===== config.mk =====
export PLATFORM = sky130hd
export DESIGN_NAME = linear_scan_priority_queue_unit
export DESIGN_NICKNAME = d
export VERILOG_FILES = /design/src/hw/rtl/lspq_pkg.sv /design/src/hw/rtl/linear_scan_priority_queue_unit.sv /design/src/hw/rtl/lspq_datapath.sv /design/src/hw/rtl/lspq_ctrl.sv
export SDC_FILE = /design/constraint.sdc
export NUM_CORES = 1
export LEC_CHECK = 0
export BUFFER_PORTS_ARGS = -buffer_cell sky130_fd_sc_hd__buf_2
export CORE_MARGIN = 5
export CORE_UTILIZATION = 61
export CTS_CLUSTER_DIAMETER = 40
export DETAILED_ROUTE_END_ITERATION = 8
export PLACE_DENSITY = 0.79
export SYNTH_ARGS = -nofsm -noshare
export SYNTH_HDL_FRONTEND = slang
export SYNTH_HIERARCHICAL = 1
export SYNTH_SLANG_ARGS = --single-unit

===== constraint.sdc =====
create_clock -name clock -period 10.4 [get_ports clock]
set_input_delay 2.08 -clock clock [delete_from_list [all_inputs] [get_ports clock]]
set_output_delay 2.08 -clock clock [all_outputs]
set_load 0.03 [all_outputs]

===== src/hw/rtl/lspq_pkg.sv =====
// ----------------------------------------------------------------------------
// lspq_pkg
// Shared sizes, codes and control types of the linear-scan priority queue.
// ----------------------------------------------------------------------------
`default_nettype none

package lspq_pkg;

   localparam int CAPACITY = 8;
   localparam int IDX_W    = $clog2(CAPACITY);
   localparam int CNT_W    = $clog2(CAPACITY + 1);
   localparam int DATA_W   = 32;
   localparam int WORD_W   = 2 * DATA_W;

   // operation codes carried in the request tuser
   localparam logic FUNC_ENQ = 1'b0;
   localparam logic FUNC_DEQ = 1'b1;

   // status codes carried in the response tuser
   localparam logic [1:0] ST_STORED    = 2'd0;
   localparam logic [1:0] ST_REMOVED   = 2'd1;
   localparam logic [1:0] ST_OVERFLOW  = 2'd2;
   localparam logic [1:0] ST_UNDERFLOW = 2'd3;

   typedef enum logic [3:0] {
      OP_NONE,
      OP_APPEND,
      OP_OVERFLOW,
      OP_UNDERFLOW,
      OP_SCAN_INIT,
      OP_SCAN_READ,
      OP_SCAN_CMP,
      OP_SHIFT_INIT,
      OP_SHIFT_READ,
      OP_SHIFT_WRITE,
      OP_REMOVE
   } op_type;

   typedef struct packed {
      logic   latch_req;
      logic   load_rsp;
      op_type op;
   } cmd_type;

   typedef struct packed {
      logic func_deq;
      logic full;
      logic empty;
      logic at_tail;
   } sts_type;

endpackage

`default_nettype wire


===== src/hw/rtl/linear_scan_priority_queue_unit.sv =====
// Enqueue, overflow and underflow: accept, S_DECODE, then S_RESP loads the response and raises rsp_tvalid.
// Dequeue of n entries with m moved down steps through decode, a read and a compare per entry,
// shift set-up, a read and a write per move, removal and response load.
// Throughput: one item at a time; the next is taken from the cycle after a response is loaded,
// and S_RESP holds for as long as the previous response still sits unaccepted.
// Reset (synchronous): empties the queue and sets order_mode to 0 (lowest priority first).
// ----------------------------------------------------------------------------
// linear_scan_priority_queue_unit
// Priority queue over an insertion-ordered store with a linear minimum/maximum
// search and a shift-down on removal.
// ----------------------------------------------------------------------------
`default_nettype none

module linear_scan_priority_queue_unit (
   input  wire logic        clock,
   input  wire logic        reset,
   // configuration: bit 0 is order_mode
   input  wire logic        csr_wr_en,
   input  wire logic        csr_wr_data,
   // request channel
   input  wire logic        req_tvalid,
   output logic             req_tready,
   input  wire logic [63:0] req_tdata,   // [31:0] item_value, [63:32] item_priority
   input  wire logic [0:0]  req_tuser,   // [0] func
   // response channel
   output logic             rsp_tvalid,
   input  wire logic        rsp_tready,
   output logic      [63:0] rsp_tdata,   // [31:0] out_value, [63:32] out_priority
   output logic      [1:0]  rsp_tuser    // [1:0] status
);
   import lspq_pkg::*;

   cmd_type cmd;
   sts_type sts;

   // Sequencer: walks each dequeue through scan and shift-down, one store access a step.
   lspq_ctrl u_ctrl (
      .clock      (clock),
      .reset      (reset),
      .req_tvalid (req_tvalid),
      .req_tready (req_tready),
      .rsp_tvalid (rsp_tvalid),
      .rsp_tready (rsp_tready),
      .sts        (sts),
      .cmd        (cmd)
   );

   // Datapath: entry store, fill count, best-entry tracker and the output register.
   lspq_datapath u_datapath (
      .clock        (clock),
      .reset        (reset),
      .csr_wr_en    (csr_wr_en),
      .csr_wr_data  (csr_wr_data),
      .req_func     (req_tuser[0]),
      .req_value    (req_tdata[DATA_W-1:0]),
      .req_priority (req_tdata[WORD_W-1:DATA_W]),
      .cmd          (cmd),
      .sts          (sts),
      .rsp_status   (rsp_tuser),
      .rsp_word     (rsp_tdata)
   );

endmodule

`default_nettype wire


===== src/hw/rtl/lspq_datapath.sv =====
// ----------------------------------------------------------------------------
// lspq_datapath
// Entry store, scan comparator, shift path, result and response registers.
// ----------------------------------------------------------------------------
`default_nettype none

module lspq_datapath (
   input  wire logic                          clock,
   input  wire logic                          reset,
   input  wire logic                          csr_wr_en,
   input  wire logic                          csr_wr_data,
   input  wire logic                          req_func,
   input  wire logic [lspq_pkg::DATA_W-1:0]   req_value,
   input  wire logic [lspq_pkg::DATA_W-1:0]   req_priority,
   input  wire lspq_pkg::cmd_type             cmd,
   output lspq_pkg::sts_type                  sts,
   output logic      [1:0]                    rsp_status,
   output logic      [lspq_pkg::WORD_W-1:0]   rsp_word
);
   import lspq_pkg::*;

   logic [WORD_W-1:0] mem [CAPACITY];
   logic [WORD_W-1:0] rd_data_ff;
   logic [IDX_W-1:0]  rd_addr;
   logic [IDX_W-1:0]  wr_addr;
   logic [WORD_W-1:0] wr_data;
   logic              mem_we;

   logic [CNT_W-1:0]  count_ff;
   logic              mode_ff;
   logic [CNT_W-1:0]  idx_ff;
   logic [CNT_W-1:0]  next_idx;
   logic [IDX_W-1:0]  best_idx_ff;
   logic [WORD_W-1:0] best_word_ff;
   logic              func_ff;
   logic [WORD_W-1:0] req_word_ff;
   logic [1:0]        res_status_ff;
   logic [WORD_W-1:0] res_word_ff;
   logic [1:0]        rsp_status_ff;
   logic [WORD_W-1:0] rsp_word_ff;
   logic              take;

   assign next_idx = idx_ff + CNT_W'(1);

   always_comb begin
      rd_addr = idx_ff[IDX_W-1:0];
      if (cmd.op == OP_SHIFT_READ) begin
         rd_addr = next_idx[IDX_W-1:0];
      end
   end

   always_comb begin
      mem_we  = 1'b0;
      wr_addr = idx_ff[IDX_W-1:0];
      wr_data = rd_data_ff;
      if (cmd.op == OP_APPEND) begin
         mem_we  = 1'b1;
         wr_addr = count_ff[IDX_W-1:0];
         wr_data = req_word_ff;
      end else if (cmd.op == OP_SHIFT_WRITE) begin
         mem_we = 1'b1;
      end
   end

   // strict improvement only, so ties keep the oldest entry
   always_comb begin
      if (mode_ff) begin
         take = $signed(best_word_ff[WORD_W-1:DATA_W]) < $signed(rd_data_ff[WORD_W-1:DATA_W]);
      end else begin
         take = $signed(rd_data_ff[WORD_W-1:DATA_W]) < $signed(best_word_ff[WORD_W-1:DATA_W]);
      end
      if (idx_ff == '0) begin
         take = 1'b1;
      end
   end

   always_ff @(posedge clock) begin
      rd_data_ff <= mem[rd_addr];
      if (mem_we) begin
         mem[wr_addr] <= wr_data;
      end
   end

   always_ff @(posedge clock) begin
      if (reset) begin
         count_ff <= '0;
         mode_ff  <= 1'b0;
      end else begin
         if (csr_wr_en) begin
            mode_ff <= csr_wr_data;
         end
         if (cmd.op == OP_APPEND) begin
            count_ff <= count_ff + CNT_W'(1);
         end else if (cmd.op == OP_REMOVE) begin
            count_ff <= count_ff - CNT_W'(1);
         end
      end
   end

   always_ff @(posedge clock) begin
      if (cmd.latch_req) begin
         func_ff     <= req_func;
         req_word_ff <= {req_priority, req_value};
      end
      if (cmd.load_rsp) begin
         rsp_status_ff <= res_status_ff;
         rsp_word_ff   <= res_word_ff;
      end
      case (cmd.op)
         OP_APPEND: begin
            res_status_ff <= ST_STORED;
            res_word_ff   <= '0;
         end
         OP_OVERFLOW: begin
            res_status_ff <= ST_OVERFLOW;
            res_word_ff   <= '0;
         end
         OP_UNDERFLOW: begin
            res_status_ff <= ST_UNDERFLOW;
            res_word_ff   <= '0;
         end
         OP_SCAN_INIT: begin
            idx_ff <= '0;
         end
         OP_SCAN_CMP: begin
            if (take) begin
               best_idx_ff  <= idx_ff[IDX_W-1:0];
               best_word_ff <= rd_data_ff;
            end
            idx_ff <= next_idx;
         end
         OP_SHIFT_INIT: begin
            idx_ff <= CNT_W'(best_idx_ff);
         end
         OP_SHIFT_WRITE: begin
            idx_ff <= next_idx;
         end
         OP_REMOVE: begin
            res_status_ff <= ST_REMOVED;
            res_word_ff   <= best_word_ff;
         end
         default: begin
         end
      endcase
   end

   assign sts.func_deq = (func_ff == FUNC_DEQ);
   assign sts.full     = (count_ff == CNT_W'(CAPACITY));
   assign sts.empty    = (count_ff == '0);
   assign sts.at_tail  = (next_idx == count_ff);

   assign rsp_status = rsp_status_ff;
   assign rsp_word   = rsp_word_ff;

endmodule

`default_nettype wire


===== src/hw/rtl/lspq_ctrl.sv =====
// ----------------------------------------------------------------------------
// lspq_ctrl
// Sequencer: accept, decode, scan, shift down, deliver the response item.
// ----------------------------------------------------------------------------
`default_nettype none

module lspq_ctrl (
   input  wire logic              clock,
   input  wire logic              reset,
   input  wire logic              req_tvalid,
   output logic                   req_tready,
   output logic                   rsp_tvalid,
   input  wire logic              rsp_tready,
   input  wire lspq_pkg::sts_type sts,
   output lspq_pkg::cmd_type      cmd
);
   import lspq_pkg::*;

   typedef enum logic [3:0] {
      S_IDLE,
      S_DECODE,
      S_SCAN_READ,
      S_SCAN_CMP,
      S_SHIFT_INIT,
      S_SHIFT_READ,
      S_SHIFT_WRITE,
      S_RESP
   } state_type;

   state_type state_ff;
   state_type state_in;
   logic      rsp_valid_ff;
   logic      slot_free;

   assign slot_free = !rsp_valid_ff || rsp_tready;

   always_comb begin
      state_in      = state_ff;
      cmd.latch_req = 1'b0;
      cmd.load_rsp  = 1'b0;
      cmd.op        = OP_NONE;
      unique case (state_ff)
         S_IDLE: begin
            if (req_tvalid) begin
               cmd.latch_req = 1'b1;
               state_in      = S_DECODE;
            end
         end
         S_DECODE: begin
            if (!sts.func_deq) begin
               cmd.op   = sts.full ? OP_OVERFLOW : OP_APPEND;
               state_in = S_RESP;
            end else if (sts.empty) begin
               cmd.op   = OP_UNDERFLOW;
               state_in = S_RESP;
            end else begin
               cmd.op   = OP_SCAN_INIT;
               state_in = S_SCAN_READ;
            end
         end
         S_SCAN_READ: begin
            cmd.op   = OP_SCAN_READ;
            state_in = S_SCAN_CMP;
         end
         S_SCAN_CMP: begin
            cmd.op   = OP_SCAN_CMP;
            state_in = sts.at_tail ? S_SHIFT_INIT : S_SCAN_READ;
         end
         S_SHIFT_INIT: begin
            cmd.op   = OP_SHIFT_INIT;
            state_in = S_SHIFT_READ;
         end
         S_SHIFT_READ: begin
            if (sts.at_tail) begin
               cmd.op   = OP_REMOVE;
               state_in = S_RESP;
            end else begin
               cmd.op   = OP_SHIFT_READ;
               state_in = S_SHIFT_WRITE;
            end
         end
         S_SHIFT_WRITE: begin
            cmd.op   = OP_SHIFT_WRITE;
            state_in = S_SHIFT_READ;
         end
         S_RESP: begin
            if (slot_free) begin
               cmd.load_rsp = 1'b1;
               state_in     = S_IDLE;
            end
         end
         default: begin
            state_in = S_IDLE;
         end
      endcase
   end

   always_ff @(posedge clock) begin
      if (reset) begin
         state_ff     <= S_IDLE;
         rsp_valid_ff <= 1'b0;
      end else begin
         state_ff <= state_in;
         if (cmd.load_rsp) begin
            rsp_valid_ff <= 1'b1;
         end else if (rsp_tready) begin
            rsp_valid_ff <= 1'b0;
         end
      end
   end

   assign req_tready = (state_ff == S_IDLE);
   assign rsp_tvalid = rsp_valid_ff;

endmodule

`default_nettype wire


## Word-level counts from Yosys, hierarchy flattened

Memory sizes are Yosys's and may differ from the RTL's. A register that Yosys moved wholly into a read port is not among the register bits.
Cells that the tools add are included.
W data, S select, Z words.

| storage, ports and cells | value |
|---|---|
| bits of input ports | 71 |
| logic and storage cells | 86 |
| bits in registers | 278 |
| output and inout bits | 68 |
| memories kept | 1 |
| memory bits (writable) | 512 |

| operators by class | value |
|---|---|
| add/subtract/negate cells | 3 |
| eq/ne operators | 20 |
| order comparisons | 2 |
| reductions and logical operators | 15 |
| muxes and demuxes | 32 |

Memory list:

| name | words | width | read ports | clocked after memory_dff | wr ports | line | text |
|---|---|---|---|---|---|---|---|
| u_datapath.mem | 8 | 64 | 1 | 1 | 1 | lspq_datapath.sv:22 | `logic [WORD_W-1:0] mem [CAPACITY];` |

Operators by type and width:

| cell | number |
|---|---|
| $pmux W64 S2 | 1 |
| $lt A32 B32 Y1 | 2 |
| $mux W64 | 1 |
| $eq A4 B3 Y1 const B | 7 |
| $pmux W4 S7 | 1 |
| $pmux W4 S6 | 1 |
| $mux W4 | 5 |
| $mux W3 | 6 |
| $eq A4 B2 Y1 const B | 4 |
| $eq A4 B4 Y1 const B | 4 |
| $mux W1 | 13 |
| $logic_not A4 Y1 | 3 |
| $pmux W4 S3 | 1 |
| $add A4 B1 Y4 const B | 2 |
| $eq A4 B1 Y1 const B | 2 |
| $pmux W2 S4 | 1 |
| $reduce_bool A2 Y1 | 3 |
| $eq A4 B4 Y1 | 1 |
| $mux W2 | 2 |
| $reduce_and A2 Y1 | 2 |
| $reduce_bool A4 Y1 | 1 |
| $reduce_or A2 Y1 | 2 |
| $sub A4 B1 Y4 const B | 1 |
| $reduce_bool A3 Y1 | 1 |
| other kinds (5) | 5 |

## Depth between registers and ports, before layout

| depth | value |
|---|---|
| depth in word-level cells | 9 |
| gate-level depth with buffers | 20 |
| gate-level depth less buffers | 17 |

## Hierarchy

The synthesis kept the hierarchy.

Modules (own cells, without submodules):

| module | instances | area an instance (µm²) | cells an instance | seq. area each (µm²) |
|---|---|---|---|---|
| lspq_datapath | 1 | 31,321.3 | 1,581 | 24,803.8 |
| lspq_ctrl | 1 | 340.3 | 47 | 80.1 |

## Worst setup path after synthesis

No wires, ideal clock.

| timing path | value |
|---|---|
| path type | reg-to-reg |
| start | reg u_datapath.idx_ff[0] |
| end | reg u_datapath.res_word_ff[0], enable pin |
| setup slack | 2.941 ns |
| period minus slack after synthesis | 7.459 ns |
| cell stages (with the launch flop) | 10 |
| path buffers | 0 |
| library setup time | 0.581 ns |
| arrival time | 6.877 ns |
| cells stage by stage | edfxtp_1 -> ha_1 -> xnor2_1 -> xnor2_1 -> nor4_1 -> nand2b_1 -> a31oi_1 -> a31oi_1 -> nor2_1 -> a211oi_1 |

RTL lines:

| what | line | text |
|---|---|---|
| from (decl) | lspq_datapath.sv:31 | `logic [CNT_W-1:0] idx_ff;` |
| from (signal assigned) | lspq_datapath.sv:130 | `idx_ff <= next_idx;` |
| from (signal assigned) | lspq_datapath.sv:133 | `idx_ff <= CNT_W'(best_idx_ff);` |
| from (signal assigned) | lspq_datapath.sv:136 | `idx_ff <= next_idx;` |
| to (signal assigned) | lspq_datapath.sv:140 | `res_word_ff <= best_word_ff;` |
| to (decl) | lspq_datapath.sv:38 | `logic [WORD_W-1:0] res_word_ff;` |

==> metrics.txt <==
status=finished clean; post-route clock skew=33.7 ps; Worst-Margin Slew=1210 ps; routed wire length=64,400 µm; total gr overflow=0; post-CTS setup repair buffer count=0; CTS tree=built; die footprint=56,600 µm²; reg-to-reg startpoint=u_datapath/idx_ff[0]; Vias=15,600; critical path depth=17; num ports=139; Top FF cell, synth=edfxtp_1; Root Buffer=clkbuf_16; Routability Congestion=0.812; placed cell area=33,200 µm²; Nets=1,930; Max Clk Rate=0.159 GHz; clk slew on worst S/H paths=60 ps; worst hold path cell count=0; initial antenna violation count=0; max incr delay on CP=880 ps; VDD IR max=0.323 mV; RSZ-0062 raised after global routing=no; # setup viols final=0; H-tree Lvls=3; Syn Nets=1,736; DRT Pass-1 Iters=5; ANT cells=0; CP top delay family=buffers and inverters; Final Hold Vio Count=0; CTS Buf Count=100; first-pass GRT wire length=98,500 µm; Worst Path Max Fanout=75; Crit-path slowest cell=buf_4; Post-Syn Area=31,700 µm²; Cells after Synth=1,628; share of cells above drive strength 1=0.290; final setup TNS=0 ps; critical path class=reg2reg; most frequent cells in the layout=edfxtp_1 (780), nand2_1 (214), buf_2 (138); fin crit period=6280 ps; gr usage total=0.230; Syn Area/Cell=19.4 µm²; vias in the first global route=16,400; HP Class=reg2reg; Util after Layout=0.712; layout overhead on the synthesized area=15.7%; Iter 0 DRT Violations=1,615; CP Buf/Inv Count=5; Final Cell Area=36,600 µm²; Post-DRT Antenna Nets=0; total core area=51,400 µm²; CP endpoint kind=flop; register area share after synthesis=0.786; Placed Cells=2,400; Pwr Density=359 nW/µm²; Cell Rows=83; relative slew slack=0.193; EDFF count, synth=780; Clk Latency, worst-skew pair=650 ps; WL per Instance=24.9 µm; Initial Util=0.616; worst path cell trace=ha_1, xnor2_1, xnor2_1, nor4_1, nand2b_1, a31oi_1, a31oi_1, clkinv_1, nand2_1, nor3_2, buf_4, inv_2, buf_4, and3_1, a31oi_1, nor2_4, buf_4; Max-Cap Viols=0; Leakage=12.7 nW; hold_buf cts=0; Post-synth ARST share=0; Slew Viols, Final=0; commonest non-fill, non-tap cell in the layout=edfxtp_1; Clock Path Buffers=3; final non-filler cell total=2,588; Synth warnings=6; placed wire-length estimate=31,400 µm; Horiz. Die Dim=238 µm; Fin Hold WS=406 ps; port bufs=138; Yosys cell types=48; Die H=238 µm; Vias/cell=6.02; DRC Markers=0; R2R cell count=17; largest net degree at the start of global routing=113; clock sink count=853; Crit path arrival time=6530 ps; final critical-path share of the clock period=0.604; CP required=10,650 ps; hold_sp=u_datapath/res_word_ff[35]; startpoint type of the worst setup path=flop; FF+latch count, synth=853; post-CTS sizing=0; Setup crit start=u_datapath/idx_ff[0]
## final timing paths
| path | end | slack, ps |
|---|---|---|
| setup / recovery | u_datapath/mem[7][31] | 4120 |
| hold / removal | u_datapath/rsp_word[35] | 410 |
| setup reg to reg | u_datapath/mem[7][31] | 4120 |
| hold reg to reg | u_datapath/rsp_word[35] | 410 |
## state kept, by name, summed over array words and instances, names as in the netlist
name,count
u_ctrl/rsp_tvalid,1
u_ctrl/state_ff,3
u_datapath/best_idx_ff,3
u_datapath/best_word_ff,64
u_datapath/count_ff,4
u_datapath/func_ff,1
u_datapath/idx_ff,4
u_datapath/mem,512
u_datapath/mode_ff,1
u_datapath/rd_data_ff,64
u_datapath/req_word_ff,64
u_datapath/res_status_ff,2
u_datapath/res_word_ff,64
u_datapath/rsp_status,2
u_datapath/rsp_word,64
## cells in the mapped netlist (all sizes together), types with 2 or more instances
| library cell | instances | area share |
|---|---|---|
| ha | 36 | 0.014 |
| edfxtp | 780 | 0.74 |
| nand2 | 214 | 0.025 |
| and2 | 34 | 0.0067 |
| dfxtp | 73 | 0.046 |
| a21oi | 19 | 0.0030 |
| mux2 | 65 | 0.023 |
| and3 | 3 | 0.00059 |
| mux2i | 4 | 0.0013 |
| nor2 | 24 | 0.0028 |
| or3 | 2 | 0.00040 |
| clkbuf | 37 | 0.0044 |
| nor4 | 37 | 0.0073 |
| mux4 | 128 | 0.091 |
| buf | 33 | 0.0080 |
| a211oi | 5 | 0.0012 |
| nand4 | 4 | 0.00079 |
| nand3 | 10 | 0.0016 |
| nor2b | 3 | 0.00059 |
| a31oi | 10 | 0.0020 |
| o211ai | 3 | 0.00071 |
| nand2b | 12 | 0.0024 |
| o21ai | 11 | 0.0017 |
| inv | 44 | 0.0052 |
| xor2 | 6 | 0.0017 |
| a21o | 4 | 0.00095 |
| xnor2 | 5 | 0.0014 |
| nor3 | 9 | 0.0019 |
## per-layer routing
metal,global-route usage,vias to the layer above,part of all wire
li1,-,6774,-
met1,0.311,7995,0.39
met2,0.387,707,0.51
met3,0.0440,102,0.075
met4,0.0745,0,0.024
met5,0,-,0
## logic make-up (layout without fill, tap and decap cells)
family | Yosys count | in the layout | share of synthesized area
AOI/OAI and AO/OA | 60 | 60 | 0.0117
xor gates and xnor gates | 11 | 11 | 0.00304
DFF | 853 | 853 | 0.786
buffers and inverters | 115 | 395 | 0.0177
and+or+nand+nor | 355 | 355 | 0.0513
muxes | 197 | 197 | 0.115
adders and majority gates | 37 | 37 | 0.0149
## metrics by stage
stage / power [mW] / setup slack, ps
2_1_floorplan: 8.47 / 2940
3_3_place_gp: 9.32 / 4500
3_5_place_dp: 9.54 / 4360
4_1_cts: 13.2 / 4170
5_1_grt: 13.8 / 3810
6_report: 13.2 / 4120
## final cells by class
type	instances	area, µm²
clock inverters	74	845
inverters	45	169
repair buffers	162	883
multi-input cells	660	6370
fillers	2963	14800
well taps	680	851
clock buffers	114	2620
flip-flops and latches	853	24900
## report_power, final
part	internal [mW]	total, mW	switching (mW)
registers	5.53	5.90	0.368
logic	1.25	3.71	2.45
clock network	2.12	3.55	1.43
(Power assumes the default switching activity.)
